`src/hdl/rhc_pkg.sv`:
```
`timescale 1ns / 1ps

package rhc_pkg;

   // Fixed-point formats of components and hue.
   localparam int COMP_FRAC_BITS = 15;
   localparam int HUE_FRAC_BITS  = 6;
   localparam int COMP_W         = 16;

   localparam logic [COMP_W-1:0] ONE_FX    = COMP_W'(1 << COMP_FRAC_BITS);
   localparam logic [COMP_W-1:0] DEG60_FX  = COMP_W'(60 << HUE_FRAC_BITS);
   localparam logic [COMP_W-1:0] DEG360_FX = COMP_W'(360 << HUE_FRAC_BITS);

   // Width of the hue remainder inside one 60 degree sector.
   localparam int FRAC_W = $clog2(60 << HUE_FRAC_BITS);
   // Width of the hue numerator t (below six times delta).
   localparam int T_W    = COMP_W + 3;
   // Product of ls and the sector remainder.
   localparam int LFN_W  = COMP_W + FRAC_W;

   // Divider geometry: quotient bits, divisor width, dividend width.
   localparam int QUO_W = COMP_W;
   localparam int DEN_W = COMP_W;
   localparam int NUM_W = COMP_W + COMP_FRAC_BITS;

   // Operation codes.
   localparam logic OP_TO_HSV = 1'b0;
   localparam logic OP_TO_RGB = 1'b1;

   // Largest component selection.
   typedef enum logic [1:0] {
      MAX_RED   = 2'd0,
      MAX_GREEN = 2'd1,
      MAX_BLUE  = 2'd2
   } max_sel_type;

   // Data that rides beside the divider.
   typedef struct packed {
      logic              op;
      logic              err;
      logic              undef;
      logic              grey;
      logic [COMP_W-1:0] v;
      logic [COMP_W-1:0] ls;
      logic [2:0]        sector;
   } side_type;

endpackage

```
`src/hdl/rhc_div.sv`:
```
`timescale 1ns / 1ps

module rhc_div (
   input  logic                          clock,
   input  logic                          reset,
   input  logic                          en,
   input  logic                          in_valid,
   input  rhc_pkg::side_type             in_side,
   input  logic [rhc_pkg::NUM_W-1:0]     in_num0,
   input  logic [rhc_pkg::DEN_W-1:0]     in_den0,
   input  logic [rhc_pkg::NUM_W-1:0]     in_num1,
   input  logic [rhc_pkg::DEN_W-1:0]     in_den1,
   output logic                          out_valid,
   output rhc_pkg::side_type             out_side,
   output logic [rhc_pkg::QUO_W-1:0]     out_quo0,
   output logic [rhc_pkg::QUO_W-1:0]     out_quo1
);
   import rhc_pkg::*;

   localparam int LANES = 2;

   // One quotient bit per stage, most significant first, two lanes side by side.
   logic [QUO_W-1:0] valid_ff;
   side_type         side_ff  [QUO_W];
   side_type         side_src [QUO_W];
   logic [NUM_W-1:0] rem_ff   [QUO_W][LANES];
   logic [NUM_W-1:0] rem_src  [QUO_W][LANES];
   logic [NUM_W-1:0] rem_in   [QUO_W][LANES];
   logic [DEN_W-1:0] den_ff   [QUO_W][LANES];
   logic [DEN_W-1:0] den_src  [QUO_W][LANES];
   logic [QUO_W-1:0] quo_ff   [QUO_W][LANES];
   logic [QUO_W-1:0] quo_src  [QUO_W][LANES];
   logic [QUO_W-1:0] quo_in   [QUO_W][LANES];
   logic             valid_src[QUO_W];

   genvar k, l;
   generate
      for (k = 0; k < QUO_W; k++) begin : g_stage
         localparam int SH = QUO_W - 1 - k;

         // Stage input comes from the ports or from the previous stage.
         if (k == 0) begin : g_first
            assign valid_src[k] = in_valid;
            assign side_src[k] = in_side;
            assign rem_src[k][0] = in_num0;
            assign den_src[k][0] = in_den0;
            assign quo_src[k][0] = '0;
            assign rem_src[k][1] = in_num1;
            assign den_src[k][1] = in_den1;
            assign quo_src[k][1] = '0;
         end else begin : g_next
            assign valid_src[k] = valid_ff[k-1];
            assign side_src[k] = side_ff[k-1];
            for (l = 0; l < LANES; l++) begin : g_link
               assign rem_src[k][l] = rem_ff[k-1][l];
               assign den_src[k][l] = den_ff[k-1][l];
               assign quo_src[k][l] = quo_ff[k-1][l];
            end
         end

         // Trial subtraction of the shifted divisor.
         for (l = 0; l < LANES; l++) begin : g_lane
            logic [NUM_W:0] trial;

            always_comb begin
               trial = {1'b0, rem_src[k][l]} - {1'b0, NUM_W'(den_src[k][l]) << SH};
               quo_in[k][l] = quo_src[k][l];
               quo_in[k][l][SH] = ~trial[NUM_W];
               rem_in[k][l] = trial[NUM_W] ? rem_src[k][l] : trial[NUM_W-1:0];
            end

            always_ff @(posedge clock) begin
               if (en) begin
                  rem_ff[k][l] <= rem_in[k][l];
                  den_ff[k][l] <= den_src[k][l];
                  quo_ff[k][l] <= quo_in[k][l];
               end
            end
         end

         always_ff @(posedge clock) begin
            if (reset) begin
               valid_ff[k] <= 1'b0;
            end else if (en) begin
               valid_ff[k] <= valid_src[k];
            end
         end

         always_ff @(posedge clock) begin
            if (en) begin
               side_ff[k] <= side_src[k];
            end
         end
      end
   endgenerate

   assign out_valid = valid_ff[QUO_W-1];
   assign out_side = side_ff[QUO_W-1];
   assign out_quo0 = quo_ff[QUO_W-1][0];
   assign out_quo1 = quo_ff[QUO_W-1][1];

endmodule

```
`config.mk`:
```
export PLATFORM = sky130hd
export DESIGN_NAME = rhc_div
export DESIGN_NICKNAME = d
export VERILOG_FILES = /design/src/hdl/rhc_pkg.sv /design/src/hdl/rhc_div.sv
export SDC_FILE = /design/constraint.sdc
export NUM_CORES = 2
export LEC_CHECK = 0
export BUFFER_PORTS_ARGS = -buffer_cell sky130_fd_sc_hd__buf_2
export CORE_ASPECT_RATIO = 2
export CORE_UTILIZATION = 62
export CTS_CLUSTER_DIAMETER = 60
export CTS_CLUSTER_SIZE = 12
export DETAILED_ROUTE_END_ITERATION = 8
export GPL_TIMING_DRIVEN = 0
export PLACE_DENSITY_LB_ADDON = 0.2
export SLEW_MARGIN = 25
export SYNTH_ARGS = -nofsm -noshare
export SYNTH_HDL_FRONTEND = slang
export SYNTH_SLANG_ARGS = --single-unit
export TNS_END_PERCENT = 20
```
`constraint.sdc`:
```
create_clock -name clock -period 7.8 [get_ports clock]
set_input_delay 2.34 -clock clock [delete_from_list [all_inputs] [get_ports clock]]
set_output_delay 2.34 -clock clock [all_outputs]
set_load 0.005 [all_outputs]
```
## Yosys cells after proc, flatten, opt, wreduce, memory -nomap -nowiden

Memory sizes are Yosys's and may differ from the RTL's.
Cells that the tools add are included.

| word-level totals | value |
|---|---|
| flip-flop bits (word level) | 16 |
| bits in writable memories | 2,640 |
| logic and storage cells | 118 |
| memories | 4 |

Memory list:

| memory | words | width | read ports | clocked after Yosys merged registers in | write ports | line | source |
|---|---|---|---|---|---|---|---|
| rem_ff | 16 | 62 | 15 | 0 | 16 | rhc_div.sv:26 | `logic [NUM_W-1:0] rem_ff [QUO_W][LANES];` |
| side_ff | 16 | 39 | 16 | 0 | 16 | rhc_div.sv:24 | `side_type side_ff [QUO_W];` |
| den_ff | 16 | 32 | 15 | 0 | 16 | rhc_div.sv:29 | `logic [DEN_W-1:0] den_ff [QUO_W][LANES];` |
| quo_ff | 16 | 32 | 16 | 0 | 16 | rhc_div.sv:31 | `logic [QUO_W-1:0] quo_ff [QUO_W][LANES];` |

| operators by class | value |
|---|---|
| add/subtract/negate cells | 32 |
| multiplexer cells | 34 |
| bitwise gates (word level) | 32 |

Operators with widths:

| kind | number |
|---|---|
| 31-bit 2-to-1 mux | 32 |
| 31-bit by 16-bit subtractor with 32-bit output | 2 |
| 31-bit by 17-bit subtractor with 32-bit output | 2 |
| 31-bit by 18-bit subtractor with 32-bit output | 2 |
| 31-bit by 19-bit subtractor with 32-bit output | 2 |
| 31-bit by 20-bit subtractor with 32-bit output | 2 |
| 31-bit by 21-bit subtractor with 32-bit output | 2 |
| 31-bit by 22-bit subtractor with 32-bit output | 2 |
| 31-bit by 23-bit subtractor with 32-bit output | 2 |
| 31-bit by 24-bit subtractor with 32-bit output | 2 |
| 31-bit by 25-bit subtractor with 32-bit output | 2 |
| 31-bit by 26-bit subtractor with 32-bit output | 2 |
| 31-bit by 27-bit subtractor with 32-bit output | 2 |
| 31-bit by 28-bit subtractor with 32-bit output | 2 |
| 31-bit by 29-bit subtractor with 32-bit output | 2 |
| 31-bit by 30-bit subtractor with 32-bit output | 2 |
| 31-bit by 31-bit subtractor with 32-bit output | 2 |
| 1-bit inverter | 32 |
| 1-bit 2-to-1 mux | 2 |

## Depth between registers and ports, before layout

An unclocked memory read counts as a cell.

| depth | value |
|---|---|
| depth in word-level cells | 3 |
| depth in mapped cells | 14 |

## Worst setup path before layout

OpenSTA, ideal clock, no wires.

| timing path | value |
|---|---|
| kind | input -> register |
| from | input in_num0[15] (netlist name) |
| to | memory rem_ff[0][54] (netlist name) (data pin) |
| arrival | 4,750 ps |
| required time | 7,540 ps |
| slack | 2,790 ps |
| stages | 13 |
| path buffers | 1 |
| path through | inv_1 -> ha_1 -> fa_1 -> nor2b_1 -> o21ai_0 -> a21boi_1 -> o311a_1 -> o21a_1 -> a21oi_1 -> nor2_1 -> a31oi_4 -> buf_4 -> mux2_2 |

RTL lines:

| item | line | source |
|---|---|---|
| start: declaration | rhc_div.sv:9 | `input logic [rhc_pkg::NUM_W-1:0] in_num0,` |
| end: declaration | rhc_div.sv:26 |  |

==> qor.log <==
INFO  run_status     run_status=completed
INFO  sta            maxClockFrequency=205.2MHz
INFO  power_and_ir_drop static-leakage-power=43.33nW
INFO  synth          netlist-cell-type-count=101
INFO  routing        routed_wl=187.0mm
INFO  clocking       cts_resized=0
INFO  sta            timing.final.crit_share=62.47%
INFO  worst_setup_path startpoint=in_num0[15]
INFO  worst_setup_path cp_max_fo=10
INFO  run            max-cap-violations=0
INFO  sta            setup_viol_count_final=0
INFO  floorplan      die_area=169400squm
INFO  floorplan      ioPinCount=209
INFO  synth          synth_top_area_cell=edfxtp_1
INFO  global_route   overflow=0
INFO  place          post-dp-hpwl=136.1mm
INFO  clocking       cts.reportedPaths.clkPinSlew=0.06ns
INFO  global_route   antenna_found_initial=2
INFO  clocking       ctsHtreeMaxLevel=4
INFO  synth          ys_seq_elements=2322
INFO  worst_setup_path worst-endpoint-required=8.36ns
INFO  clocking       cts_tree=yes
INFO  synth          synth_enable_flop_cells=2306
INFO  sta            totalNegativeSetupSlack=0ns
INFO  clocking       cts-root-to-sink-buffers=4
INFO  clocking       cts_post_setup_buffers_inserted=0
INFO  synth          portion_of_synthesized_cell_area_occupied_by_the_leading_cell_type=66.63%
INFO  routing        initialDrtViolationCount=2637
INFO  synth          mapped_nets=8263
INFO  global_route   first_global_vias=61730
INFO  routing        drt-wirelength-per-cell=18.31um
INFO  routing        detailroute.via_count=58690
INFO  synth          post_synth_main_area_contributors=edfxtp_1 (67%), ha_1 (6.1%), a21oi_1 (2.5%)
INFO  cells_and_area layout-drive-gt1-share=9.366%
INFO  routing        drc=0
INFO  floorplan      core_area=166600squm
INFO  sta            finalWorstSetupSlack=2.927ns
INFO  sta            report.final.hold_viol_count=0
INFO  sta            fin_crit=4.873ns
INFO  place          gpl.final_weighted_congestion=0.9248
INFO  clocking       cts.hold.buffers_added=0
INFO  synth          post_synth.cell_area_avg=13.70squm
INFO  worst_setup_path setup.worst_path.class=input port to flip-flop
INFO  routing        antenna_nets_post_route=0
INFO  sta            worst_slew_pin_slew=1.093ns
INFO  cells_and_area nets=8709
INFO  floorplan      initial_core_util=62.39%
INFO  floorplan      num_rows=212
INFO  worst_setup_path r2r_end=rem_ff[8][9]$_DFFE_PP_
INFO  sta            skew=0.07335ns
INFO  power_and_ir_drop totalPowerFinal=0.03714W
INFO  floorplan      die_x=291.5um
INFO  worst_setup_path cp-start-kind=input port
INFO  clocking       worst_skew_pair.late_latency=0.87ns
INFO  place          numPortBuffers=207
INFO  clocking       clock_sinks=2322
INFO  min_path       worstHoldPathType=flip-flop to flip-flop
INFO  routing        avgViaCountPerCell=5.746
INFO  global_route   grt_max_degree=158
INFO  sta            normalized_max_slew_margin=26.47%
INFO  sta            final-max-slew-violation-count=0
INFO  power_and_ir_drop irDropWorstVdd=0.2993mV
INFO  synth          synth.yosys.warnings=0
INFO  worst_setup_path critPathArrivalTime=5.43ns
INFO  clocking       cts_root_buf=clkbuf_16
INFO  place          dp_worst_setup_slack=2.074ns
INFO  synth          synthesis.instances=7586
INFO  power_and_ir_drop p_per_area=326.1nW/um^2
INFO  worst_setup_path critPathCapture=rem_ff[0][57]$_DFFE_PP_
INFO  synth          share_of_synthesized_area_occupied_by_flip_flops_and_latches=66.93%
INFO  global_route   grt_first_pass_wirelength=298.0mm
INFO  worst_setup_path reg2reg_depth=12
INFO  floorplan      fp.dieH=581.0um
INFO  worst_setup_path r2r_slack=3.19ns
INFO  synth          ys_flop_type=edfxtp_1
INFO  global_route   track_usage=22.08%
INFO  synth          synthesis.area=103900squm
INFO  worst_setup_path setup.worst_path.end_class=flip-flop
INFO  worst_setup_path worstReg2RegStart=den_ff[0][224]$_DFFE_PP_
INFO  clocking       cts_made_buffers=219
INFO  synth          postSynth.asyncResetShare=0%
INFO  cells_and_area synthToLayoutAreaGrowth=9.572%
INFO  routing        firstDrtPassIters=7
INFO  sta            grt_setup_unrepaired=no
-- cell families after synthesis --
logic type               after synthesis  synth area share, %
flip-flops                          2322                66.93
AND/OR/NAND/NOR                     1712                7.980
AO/OA/AOI/OAI                       1518                9.061
buffers and inverters                820                3.265
adder cells (fa/ha/maj)              540                6.717
XOR/XNOR                             520                4.389
multiplexers                         154                1.653
-- area by class of cell --
| type | instances | area, sq um |
|---|---|---|
| Clock inverter | 5 | 57.56 |
| Sequential cell | 2322 | 69570 |
| Buffer | 173 | 964.7 |
| Inverter | 647 | 2429 |
| Tap cell | 2140 | 2678 |
| Antenna cell | 2 | 5.005 |
| Timing Repair Buffer | 225 | 1546 |
| Clock buffer | 256 | 5640 |
| Multi-Input combinational cell | 4444 | 30990 |
| Fill cell | 11230 | 52700 |
-- synthesized netlist by cell type, drive strengths merged (29+ instances only) --
cell type	instances
xor2	233
nor2	511
ha	510
nor4	58
o21bai	30
nand4	39
a21o	147
o31ai	38
a31oi	36
nor2b	88
or2	33
nor3	155
nand2	417
nand2b	117
o31a	29
buf	100
o21ai	390
fa	30
edfxtp	2306
mux2	126
a211oi	37
xnor2	287
inv	647
o21a	98
nand3	98
or3	68
a21oi	511
clkbuf	73
-- how the worst min path moves through the flow --
stage	startpoint	slack, ns	depth (start not counted)	end
after global routing	side_ff[3][62]$_DFFE_PP_	0.34	0	side_ff[3][101]$_DFFE_PP_
after detailed placement	quo_ff[0][62]$_DFFE_PP_	0.40	0	quo_ff[1][30]$_DFFE_PP_
after global placement	quo_ff[2][43]$_DFFE_PP_	0.40	0	quo_ff[3][11]$_DFFE_PP_
after CTS	quo_ff[3][29]$_DFFE_PP_	0.35	0	quo_ff[3][61]$_DFFE_PP_
after floorplan	quo_ff[0][15]$_DFFE_PP_	0.40	0	quo_ff[0][47]$_DFFE_PP_
final	rem_ff[0][6]$_DFFE_PP_	0.35	0	rem_ff[1][6]$_DFFE_PP_
-- placed cells by master, fill, tap and decap left out, types with 35 or more instances in the layout --
master / Yosys / final
nor2b_1: 88 / 88
xor2_1: 233 / 233
nor3_1: 154 / 154
nand2b_1: 116 / 116
o31ai_1: 38 / 38
nand4_1: 39 / 39
buf_2: 18 / 224
clkbuf_1: 73 / 109
nor4_1: 56 / 56
or3_1: 66 / 66
a31oi_1: 35 / 35
a211oi_1: 37 / 37
buf_4: 72 / 72
clkbuf_16: 0 / 220
nand2_1: 417 / 417
a21o_1: 147 / 147
nor2_1: 510 / 510
o21a_1: 98 / 98
mux2_2: 121 / 121
ha_1: 510 / 510
edfxtp_1: 2306 / 2306
nand3_1: 98 / 98
inv_1: 643 / 643
a21oi_1: 510 / 510
o21ai_0: 378 / 378
xnor2_1: 286 / 286
-- metrics by stage --
step / std cells / hold WS, ns / cell area, sq um / utilization (%)
after global placement: 9933 / 0.4002 / 107600 / 64.62
after global routing: 10210 / 0.3447 / 113900 / 68.36
after detailed placement: 9951 / 0.4045 / 108200 / 64.94
final: 10210 / 0.3546 / 113900 / 68.36
after floorplan: 7586 / 0.4003 / 103900 / -
after CTS: 10210 / 0.3505 / 113900 / 68.36
-- per-layer routing --
layer  GRT usage (%)  vias up  wire [um]
met1           18.71    28210      58960
met5               0        -          0
met2           45.44     1164     109200
li1                -    28700          -
met4           15.69        0      13910
met3           2.512      610       4963
-- power by group --
part           internal [W]  switching (W)  total (W)
Clock               0.00500        0.00413    0.00914
Sequential           0.0164        0.00113     0.0176
Combinational       0.00461        0.00582     0.0104
-- registers in the layout (all words and copies together) (netlist names) --
name / flops
rem_ff: 930
side_ff: 624
den_ff: 480
quo_ff: 272
valid_ff: 15
out_valid: 1
-- critical path: stages --
cell,delay (ns)
buf_2,0.09
inv_1,0.06
ha_1,0.19
fa_1,0.22
nor2b_1,0.06
o21ai_0,0.22
a21boi_1,0.16
o311a_1,0.36
o21a_1,0.23
a21oi_1,0.30
nor2_1,0.12
a31oi_4,0.41
buf_4,0.30
mux2_2,0.36
Note: power is estimated with default switching activity, not from simulation.
