$ cat config.mk
export PLATFORM = sky130hd
export DESIGN_NAME = rhc_prep
export DESIGN_NICKNAME = d
export VERILOG_FILES = /design/src/hdl/rhc_pkg.sv /design/src/hdl/rhc_prep.sv
export SDC_FILE = /design/constraint.sdc
export NUM_CORES = 2
export LEC_CHECK = 0
export BUFFER_PORTS_ARGS = -buffer_cell sky130_fd_sc_hd__buf_2
export CORE_ASPECT_RATIO = 1.2
export CORE_MARGIN = 1.5
export CORE_UTILIZATION = 25
export DETAILED_ROUTE_END_ITERATION = 10
export REMOVE_ABC_BUFFERS = 1
export SETUP_SLACK_MARGIN = 0.2
export SLEW_MARGIN = 25
export SYNTH_ARGS = -nofsm -noshare
export SYNTH_HDL_FRONTEND = slang
export SYNTH_SLANG_ARGS = --single-unit
$ cat constraint.sdc
create_clock -name clock -period 18.2 [get_ports clock]
set_clock_uncertainty 0.1 [all_clocks]
set_input_delay 2.73 -clock clock [delete_from_list [all_inputs] [get_ports clock]]
set_output_delay 2.73 -clock clock [all_outputs]
set_load 0.01 [all_outputs]
$ cat src/hdl/rhc_pkg.sv
`timescale 1ns / 1ps

package rhc_pkg;

   // Fixed-point formats of components and hue.
   localparam int COMP_FRAC_BITS = 15;
   localparam int HUE_FRAC_BITS  = 6;
   localparam int COMP_W         = 16;

   localparam logic [COMP_W-1:0] ONE_FX    = COMP_W'(1 << COMP_FRAC_BITS);
   localparam logic [COMP_W-1:0] DEG60_FX  = COMP_W'(60 << HUE_FRAC_BITS);
   localparam logic [COMP_W-1:0] DEG360_FX = COMP_W'(360 << HUE_FRAC_BITS);

   // Width of the hue remainder inside one 60 degree sector.
   localparam int FRAC_W = $clog2(60 << HUE_FRAC_BITS);
   // Width of the hue numerator t (below six times delta).
   localparam int T_W    = COMP_W + 3;
   // Product of ls and the sector remainder.
   localparam int LFN_W  = COMP_W + FRAC_W;

   // Divider geometry: quotient bits, divisor width, dividend width.
   localparam int QUO_W = COMP_W;
   localparam int DEN_W = COMP_W;
   localparam int NUM_W = COMP_W + COMP_FRAC_BITS;

   // Operation codes.
   localparam logic OP_TO_HSV = 1'b0;
   localparam logic OP_TO_RGB = 1'b1;

   // Largest component selection.
   typedef enum logic [1:0] {
      MAX_RED   = 2'd0,
      MAX_GREEN = 2'd1,
      MAX_BLUE  = 2'd2
   } max_sel_type;

   // Data that rides beside the divider.
   typedef struct packed {
      logic              op;
      logic              err;
      logic              undef;
      logic              grey;
      logic [COMP_W-1:0] v;
      logic [COMP_W-1:0] ls;
      logic [2:0]        sector;
   } side_type;

endpackage

$ cat src/hdl/rhc_prep.sv
`timescale 1ns / 1ps

module rhc_prep (
   input  logic                          clock,
   input  logic                          reset,
   input  logic                          en,
   input  logic                          in_valid,
   input  logic                          in_operation,
   input  logic [rhc_pkg::COMP_W-1:0]    in_a,
   input  logic [rhc_pkg::COMP_W-1:0]    in_b,
   input  logic [rhc_pkg::COMP_W-1:0]    in_c,
   input  logic                          in_hue_undefined,
   output logic                          out_valid,
   output rhc_pkg::side_type             out_side,
   output logic [rhc_pkg::NUM_W-1:0]     out_num0,
   output logic [rhc_pkg::DEN_W-1:0]     out_den0,
   output logic [rhc_pkg::NUM_W-1:0]     out_num1,
   output logic [rhc_pkg::DEN_W-1:0]     out_den1
);
   import rhc_pkg::*;

   // Stage 1 registers.
   logic                p1_valid_ff;
   logic                p1_op_ff, p1_op_in;
   logic                p1_err_ff, p1_err_in;
   logic [COMP_W-1:0]   p1_mx_ff, p1_mx_in;
   logic [COMP_W-1:0]   p1_mn_ff, p1_mn_in;
   max_sel_type         p1_sel_ff, p1_sel_in;
   logic [COMP_W-1:0]   p1_pa_ff, p1_pa_in;
   logic [COMP_W-1:0]   p1_pb_ff, p1_pb_in;
   logic [COMP_W-1:0]   p1_v_ff, p1_v_in;
   logic [COMP_W-1:0]   p1_ls_ff, p1_ls_in;
   logic [2:0]          p1_sector_ff, p1_sector_in;
   logic [FRAC_W-1:0]   p1_frac_ff, p1_frac_in;
   logic                p1_grey_ff, p1_grey_in;

   // Stage 2 registers.
   logic                p2_valid_ff;
   side_type            p2_side_ff, p2_side_in;
   logic [COMP_W-1:0]   p2_delta_ff, p2_delta_in;
   logic [T_W-1:0]      p2_t_ff, p2_t_in;
   logic [LFN_W-1:0]    p2_lfn_ff, p2_lfn_in;

   // Stage 3 registers.
   logic                p3_valid_ff;
   side_type            p3_side_ff;
   logic [NUM_W-1:0]    p3_num0_ff, p3_num0_in;
   logic [DEN_W-1:0]    p3_den0_ff, p3_den0_in;
   logic [NUM_W-1:0]    p3_num1_ff, p3_num1_in;
   logic [DEN_W-1:0]    p3_den1_ff, p3_den1_in;

   logic [2*COMP_W-1:0] vs_prod;
   logic [COMP_W-1:0]   hue_fold;
   logic [COMP_W-1:0]   sector_base;

   // Stage 1: range checks, largest and smallest component, hue sector, ls.
   always_comb begin
      p1_op_in = in_operation;
      p1_mx_in = in_a;
      p1_mn_in = in_a;
      p1_sel_in = MAX_RED;
      p1_pa_in = in_b;
      p1_pb_in = in_c;
      if (in_b > p1_mx_in) begin
         p1_mx_in = in_b;
         p1_sel_in = MAX_GREEN;
         p1_pa_in = in_c;
         p1_pb_in = in_a;
      end
      if (in_c > p1_mx_in) begin
         p1_mx_in = in_c;
         p1_sel_in = MAX_BLUE;
         p1_pa_in = in_a;
         p1_pb_in = in_b;
      end
      if (in_b < p1_mn_in) begin
         p1_mn_in = in_b;
      end
      if (in_c < p1_mn_in) begin
         p1_mn_in = in_c;
      end

      // Reverse direction: fold 360 degrees to 0 and find the sector.
      hue_fold = (in_a == DEG360_FX) ? '0 : in_a;
      priority if (hue_fold >= COMP_W'(5 * DEG60_FX)) begin
         p1_sector_in = 3'd5;
         sector_base = COMP_W'(5 * DEG60_FX);
      end else if (hue_fold >= COMP_W'(4 * DEG60_FX)) begin
         p1_sector_in = 3'd4;
         sector_base = COMP_W'(4 * DEG60_FX);
      end else if (hue_fold >= COMP_W'(3 * DEG60_FX)) begin
         p1_sector_in = 3'd3;
         sector_base = COMP_W'(3 * DEG60_FX);
      end else if (hue_fold >= COMP_W'(2 * DEG60_FX)) begin
         p1_sector_in = 3'd2;
         sector_base = COMP_W'(2 * DEG60_FX);
      end else if (hue_fold >= DEG60_FX) begin
         p1_sector_in = 3'd1;
         sector_base = DEG60_FX;
      end else begin
         p1_sector_in = 3'd0;
         sector_base = '0;
      end
      p1_frac_in = FRAC_W'(hue_fold - sector_base);

      vs_prod = (2*COMP_W)'(in_b) * (2*COMP_W)'(in_c);
      p1_ls_in = COMP_W'(vs_prod >> COMP_FRAC_BITS);
      p1_v_in = in_b;
      p1_grey_in = in_hue_undefined;

      if (in_operation == OP_TO_HSV) begin
         p1_err_in = (in_a > ONE_FX) || (in_b > ONE_FX) || (in_c > ONE_FX);
      end else begin
         p1_err_in = (in_b > ONE_FX) || (in_c > ONE_FX)
                  || (in_hue_undefined && (in_c != '0))
                  || (!in_hue_undefined && (in_a > DEG360_FX));
      end
   end

   always_ff @(posedge clock) begin
      if (reset) begin
         p1_valid_ff <= 1'b0;
      end else if (en) begin
         p1_valid_ff <= in_valid;
      end
   end

   always_ff @(posedge clock) begin
      if (en) begin
         p1_op_ff <= p1_op_in;
         p1_err_ff <= p1_err_in;
         p1_mx_ff <= p1_mx_in;
         p1_mn_ff <= p1_mn_in;
         p1_sel_ff <= p1_sel_in;
         p1_pa_ff <= p1_pa_in;
         p1_pb_ff <= p1_pb_in;
         p1_v_ff <= p1_v_in;
         p1_ls_ff <= p1_ls_in;
         p1_sector_ff <= p1_sector_in;
         p1_frac_ff <= p1_frac_in;
         p1_grey_ff <= p1_grey_in;
      end
   end

   // Stage 2: delta and hue numerator, or the ls times remainder product.
   logic [T_W-1:0] plus_d;
   logic [T_W-1:0] diff_pos;
   logic [T_W-1:0] diff_neg;
   logic [T_W-1:0] six_d;

   always_comb begin
      p2_delta_in = p1_mx_ff - p1_mn_ff;
      unique case (p1_sel_ff)
         MAX_RED:   plus_d = '0;
         MAX_GREEN: plus_d = T_W'(p2_delta_in) << 1;
         MAX_BLUE:  plus_d = T_W'(p2_delta_in) << 2;
         default:   plus_d = '0;
      endcase
      diff_pos = T_W'(p1_pa_ff) - T_W'(p1_pb_ff);
      diff_neg = T_W'(p1_pb_ff) - T_W'(p1_pa_ff);
      six_d = (T_W'(p2_delta_in) << 2) + (T_W'(p2_delta_in) << 1);
      priority if (p1_pa_ff >= p1_pb_ff) begin
         p2_t_in = plus_d + diff_pos;
      end else if (plus_d >= diff_neg) begin
         p2_t_in = plus_d - diff_neg;
      end else begin
         p2_t_in = six_d - diff_neg;
      end

      p2_lfn_in = LFN_W'(p1_ls_ff) * LFN_W'(p1_frac_ff);

      p2_side_in.op = p1_op_ff;
      p2_side_in.err = p1_err_ff;
      p2_side_in.undef = (p1_op_ff == OP_TO_HSV) && (p2_delta_in == '0);
      p2_side_in.grey = p1_grey_ff;
      p2_side_in.v = (p1_op_ff == OP_TO_HSV) ? p1_mx_ff : p1_v_ff;
      p2_side_in.ls = p1_ls_ff;
      p2_side_in.sector = p1_sector_ff;
   end

   always_ff @(posedge clock) begin
      if (reset) begin
         p2_valid_ff <= 1'b0;
      end else if (en) begin
         p2_valid_ff <= p1_valid_ff;
      end
   end

   always_ff @(posedge clock) begin
      if (en) begin
         p2_side_ff <= p2_side_in;
         p2_delta_ff <= p2_delta_in;
         p2_t_ff <= p2_t_in;
         p2_lfn_ff <= p2_lfn_in;
      end
   end

   // Stage 3: dividend and divisor of both divider lanes.
   always_comb begin
      if (p2_side_ff.op == OP_TO_HSV) begin
         p3_num0_in = NUM_W'(p2_delta_ff) << COMP_FRAC_BITS;
         p3_den0_in = p2_side_ff.v;
         p3_num1_in = NUM_W'(p2_t_ff) * NUM_W'(DEG60_FX);
         p3_den1_in = p2_delta_ff;
      end else begin
         p3_num0_in = NUM_W'(p2_lfn_ff);
         p3_den0_in = DEG60_FX;
         p3_num1_in = '0;
         p3_den1_in = DEN_W'(1);
      end
   end

   always_ff @(posedge clock) begin
      if (reset) begin
         p3_valid_ff <= 1'b0;
      end else if (en) begin
         p3_valid_ff <= p2_valid_ff;
      end
   end

   always_ff @(posedge clock) begin
      if (en) begin
         p3_side_ff <= p2_side_ff;
         p3_num0_ff <= p3_num0_in;
         p3_den0_ff <= p3_den0_in;
         p3_num1_ff <= p3_num1_in;
         p3_den1_ff <= p3_den1_in;
      end
   end

   assign out_valid = p3_valid_ff;
   assign out_side = p3_side_ff;
   assign out_num0 = p3_num0_ff;
   assign out_den0 = p3_den0_ff;
   assign out_num1 = p3_num1_ff;
   assign out_den1 = p3_den1_ff;

endmodule

# ---- Word level (Yosys, flattened, before mapping)
# Index checks and enable logic that the tools add are counted.
dict set report totals {
  reg_bits 354
  latchBits 0
  ram_bits 0
  romBits 0
  input_bits 54
  out_inout_bits 134
  word_cells 107
  n_memories 0
}
dict set report op_classes {
  add_sub_neg 8
  mul 3
  div 0
  magnitude_cmp 15
  n_eq_ne 3
  shifts 0
  muxes 25
  bitwise 1
  reduce_logical 12
}
# operator count
set op_table {}
lappend op_table {{two-way mux 16 bit} 10}
lappend op_table {{two-way mux 12 bit} 5}
lappend op_table {{greater-than comparator 16 bit, second input constant} 3}
lappend op_table {{two-way mux 19 bit} 2}
lappend op_table {{subtractor 19 bit} 2}
lappend op_table {{one-hot mux 18 bit (2 select lines)} 1}
lappend op_table {{subtractor 16 x 16 -> 17 bit} 2}
lappend op_table {{greater-or-equal comparator 16 x 14 -> 1 bit, second input constant} 2}
lappend op_table {{greater-than comparator 16 bit} 2}
lappend op_table {{less-than comparator 16 bit} 2}
lappend op_table {{multiplier 16 x 16 -> 31 bit} 1}
lappend op_table {{multiplier 16 x 12 -> 28 bit} 1}
lappend op_table {{two-way mux 28 bit} 1}
lappend op_table {{multiplier 19 x 4 -> 23 bit, second input constant} 1}
lappend op_table {{adder 18 x 17 -> 19 bit} 1}
lappend op_table {{adder 19 bit} 1}
lappend op_table {{greater-or-equal comparator 19 bit} 1}
lappend op_table {{equality test 16 x 15 -> 1 bit, second input constant} 1}
lappend op_table {{greater-or-equal comparator 16 x 12 -> 1 bit, second input constant} 1}
lappend op_table {{greater-or-equal comparator 16 x 13 -> 1 bit, second input constant} 1}
lappend op_table {{greater-or-equal comparator 16 x 15 -> 1 bit, second input constant} 1}
lappend op_table {{greater-or-equal comparator 16 bit} 1}
lappend op_table {{greater-than comparator 16 x 15 -> 1 bit, second input constant} 1}
lappend op_table {{logical NOT 16 bit} 1}
lappend op_table {{12 further kinds} 22}

# ---- Longest topological paths before layout
dict set report logic_depth {
  depth_word 9
  depth_mapped 26
  ltp_nobuf 24
}

# ---- Worst setup path after synthesis
# Ideal clock, no wire load.
dict set report synth_timing {
  path_type {input port to flip-flop}
  startpoint {input port in_c[9] (netlist name)}
  endpoint {register p1_ls_ff[10], data pin}
  setup_time_ps 258
  arrival_ps 8312
  required_time_ps 17842
  setup_slack_ps 9530
  path_stages 24
  path_buffers 2
  path_cell_list {clkbuf_1 > buf_1 > nand2_1 > fa_1 > inv_1 > fa_1 > inv_1 > fa_1 > inv_1 > fa_1 > fa_1 > inv_1 > fa_1 > inv_1 > ha_1 > o21a_1 > o211ai_1 > o21a_1 > o21a_1 > and2_1 > a21boi_1 > or2_1 > a21oi_1 > xnor2_1}
}
dict set report synth_between {
  elab_chain_cells 1
}
# item line_no
set synth_rtl {}
lappend synth_rtl {{from (decl)} rhc_prep.sv:11} ;# input logic [rhc_pkg::COMP_W-1:0] in_c,
lappend synth_rtl {{multiplier 16 x 16 -> 31 bit} rhc_prep.sv:106} ;# vs_prod = (2*COMP_W)'(in_b) * (2*COMP_W)'(in_c);
lappend synth_rtl {{named net vs_prod[25]} rhc_prep.sv:52} ;# logic [2*COMP_W-1:0] vs_prod;
lappend synth_rtl {{to (signal assigned)} rhc_prep.sv:138} ;# p1_ls_ff <= p1_ls_in;
lappend synth_rtl {{to (decl)} rhc_prep.sv:32} ;# logic [COMP_W-1:0] p1_ls_ff, p1_ls_in;
# The timed path passes the listed nets, and every way through them passes these cells.
# A chain may end at the register's enable or synchronous reset.

# ---- Final worst setup path
dict set report layout_timing {
  startpoint {input port in_b[13] (netlist name)}
  endpoint {register p1_ls_ff[10], data pin}
}
dict set report layout_between {
  elab_chain_cells 1
}
# item line_no
set layout_rtl {}
lappend layout_rtl {{from (decl)} rhc_prep.sv:10} ;# input logic [rhc_pkg::COMP_W-1:0] in_b,
lappend layout_rtl {{multiplier 16 x 16 -> 31 bit} rhc_prep.sv:106}
lappend layout_rtl {{named net vs_prod[25]} rhc_prep.sv:52}
# The timed path passes the listed nets, and every way through them passes these cells.

==> key figures <==
Place
  • Gpl congestion: 0.859
  • Port Buffer Count: approximately 180
  • Post-DP HPWL: roughly 74 mm

Global routing
  • First-pass GRT wire length: between 100 and 150 mm
  • Overflow after GRT: 0
  • Initial antenna violation count: 16
  • Vias in the first global route: 24800
  • GRT Util Overall: roughly 13%
  • Largest net degree at the start of global routing: 92

Cells and area
  • FILL cells: between 10000 and 15000
  • Commonest cells after routing, fill and taps aside: 589 x inv_1, 390 x fa_1, 359 x nand2_1, 344 x ha_1, 340 x edfxtp_1
  • Fin nets: approximately 4300
  • Register area: slightly above 10000 µm²
  • Share of cells above drive strength 1: 9.42%
  • Layout area overhead: 12.3%
  • Multi-input logic area: ~22000 µm²
  • Most common cell after layout, fill and taps aside: inv_1

Drt
  • Vias per cell: roughly 4.5
  • Vias: 24300
  • Drt total wl: 94.7 mm
  • Drt drc: 0
  • First DRT Iteration DRCs: 1371
  • Drt pass-1 iters: 5
  • Post-DRT Antenna Nets: 0
  • Routed wire per std cell: 17.4 µm

Critical path
  • Worst Setup End Kind: register
  • Flop-to-flop setup slack: between 10000 and 15000 ps
  • Worst Setup Start Kind: primary input
  • Critical Path Max Stage Delay: 550 ps
  • Critical-path top delay cell: fa_1
  • Worst path bufs/invs: 4
  • CP required: 18490 ps
  • Worst R2R Start: p1_ls_ff[9]
  • Critical path type: primary input to register
  • Cells along the critical path: buf_2, nand2_1, fa_1, fa_1, inv_1, fa_1, fa_1, fa_1, inv_1, fa_1, inv_1, ha_1, a211o_1, a21oi_1, o21a_1, o21a_1, and2_1, a21boi_1, or2_1, a21oi_1, xnor2_1
  • Critical Path Most Common Cell: fa_1
  • R2r endpoint: p2_lfn_ff[27]
  • Crit path arrival time: between 8000 and 9000 ps
  • Crit-path leading delay family: adder cells
  • R2r worst-path depth: 19
  • Crit-path max FO: 23

Synth
  • Async set-reset flop share out of synthesis: 0%
  • Yosys reg bits: around 340
  • Yosys warnings: 0
  • Mapped cell area: 35400 µm²
  • Syn avg cell area: 10.2 µm²
  • Part of the Yosys area used for sequential elements: 29.0%
  • Number of synthesized flops with an enable pin: 340
  • Yosys cell types: 85
  • Main flop type after synthesis: edfxtp_1
  • Syn Inst Count: ~3500

Min path
  • Worst Min Path Start: p2_side_ff[13]
  • WHS Endpoint: out_side[13]
  • Worst Hold Depth: 0
  • Hold WC Path Type: register to register

Clock network
  • Clock root buffer master: clkbuf_16
  • H-tree depth: 2
  • Clock transition at path regs: roughly 60 ps
  • CTS Sinks: around 340
  • Post-CTS setup buffers: 0
  • Hold-fix buffers, CTS: 0
  • Post-CTS Resized: 0
  • Clk buf depth: 3
  • Cts bufs inserted: 46
  • Clk Latency, worst-skew pair: approximately 640 ps
  • TritonCTS clock tree: done

Floorplan
  • Die width: approximately 350 µm
  • Core area: 141000 µm²
  • Number of I/O pins: 188
  • Initial Utilization: 25.1%
  • Floorplan row count: 151
  • Die ar.: ~140000 µm²
  • Die Y: between 400 and 500 µm

STA
  • Worst-margin pin slew: 1040 ps
  • Tmin final: roughly 8200 ps
  • Relative slew margins: about 30%
  • Max-slew violation count: 0
  • Fmax: roughly 0.12 GHz
  • Sum Neg Setup Slack: 0 ps
  • Period utilisation layout: around 45%
  • Unrepaired setup endpoints after global routing: false
  • Count of final hold-check violations: 0
  • Final setup violation count: 0

Job
  • Maxcap violations: 0

Status
  • Status: completed
cell usage after synthesis, types with 34 or more instances:
master      n  share of area, %
inv_1     589               6.2
fa_1      390                22
nand2_1   359               3.8
ha_1      344                12
edfxtp_1  340                29
and2_1    182               3.2
clkbuf_1  133               1.4
a21oi_1   129               1.8
mux2i_1   109               3.1
nor2_1    105               1.1
xnor2_1   100               2.5
a21o_1     92               1.9
xor2_1     47               1.2
nor2b_1    46              0.81
o21ai_1    42              0.59
o21ai_0    40              0.57
mux2_2     34               1.1
sequential cells by signal (all words and copies together), names as in the netlist, 12 cells and up:
register	count
p2_t_ff	19
out_num0	31
p1_v_ff	16
out_den0	16
p1_pa_ff	16
p1_frac_ff	12
p2_delta_ff	16
p1_pb_ff	16
p2_side_ff	39
p2_lfn_ff	28
p1_ls_ff	16
out_side	39
p1_mx_ff	16
out_num1	23
p1_mn_ff	16
out_den1	13
metal layers:
layer  GRT usage (%)  vias to the layer above  part of all wire (%)
met5               0                        -                 0.050
met2            20.6                      564                    45
met1            17.6                    12000                    46
met3            1.78                      150                   4.5
met4            5.71                        8                   4.4
li1                -                    11500                     -
through the flow:
stage                     std cells  utilization [%]  hold slack (ps)  cell area, µm²  worst slack [ps]
after CTS                      5425             28.2              318           39800              9980
after global routing           5425             28.2              319           39800              9650
after floorplan                3310                -              300           34800              6580
after global placement         5340             27.0              305           38100              9280
final                          5427             28.2              318           39800              9950
after detailed placement       5340             27.1              305           38100              9260
area by class of cell:
type                            count  share of cell area, %
Antenna cell                        2                 0.0126
Clock inverter                     35                   1.23
Timing Repair Buffer              194                   2.57
Clock buffer                       50                   2.93
Inverter                          590                   5.56
Tap cell                         1836                   5.77
Sequential cell                   343                   25.8
Multi-Input combinational cell   2377                   56.1
cells by family (layout without fill, tap and decap cells):
| kind of cell | after synthesis | in the layout | share of synthesized area, % |
|---|---|---|---|
| multiplexers | 145 | 145 | 4.22 |
| adder cells (fa/ha/maj) | 734 | 734 | 34.2 |
| XOR/XNOR | 147 | 147 | 3.63 |
| other | 1 | 10 | 0.0106 |
| buffers and inverters | 751 | 869 | 8.13 |
| flip-flops | 343 | 343 | 29.0 |
| AND/OR/NAND/NOR | 871 | 871 | 12.1 |
| AO/OA/AOI/OAI | 472 | 472 | 8.73 |
worst max path at each step:
| stage | endpoint | cells past startpoint | from | slack [ps] |
|---|---|---|---|---|
| after global routing | p1_ls_ff[10] | 21 | in_b[13] | 9650 |
| after CTS | p1_ls_ff[10] | 21 | in_c[15] | 9980 |
| after floorplan | p1_sel_ff[1] | 16 | in_a[13] | 6580 |
| final | p1_ls_ff[10] | 21 | in_b[13] | 9950 |
| after detailed placement | p1_ls_ff[10] | 21 | in_c[15] | 9260 |
| after global placement | p1_ls_ff[10] | 21 | in_c[15] | 9280 |
Power is left out: the tool's default activity adds up to more than one toggle a clock period on the data nets, which glitch-free logic cannot reach.
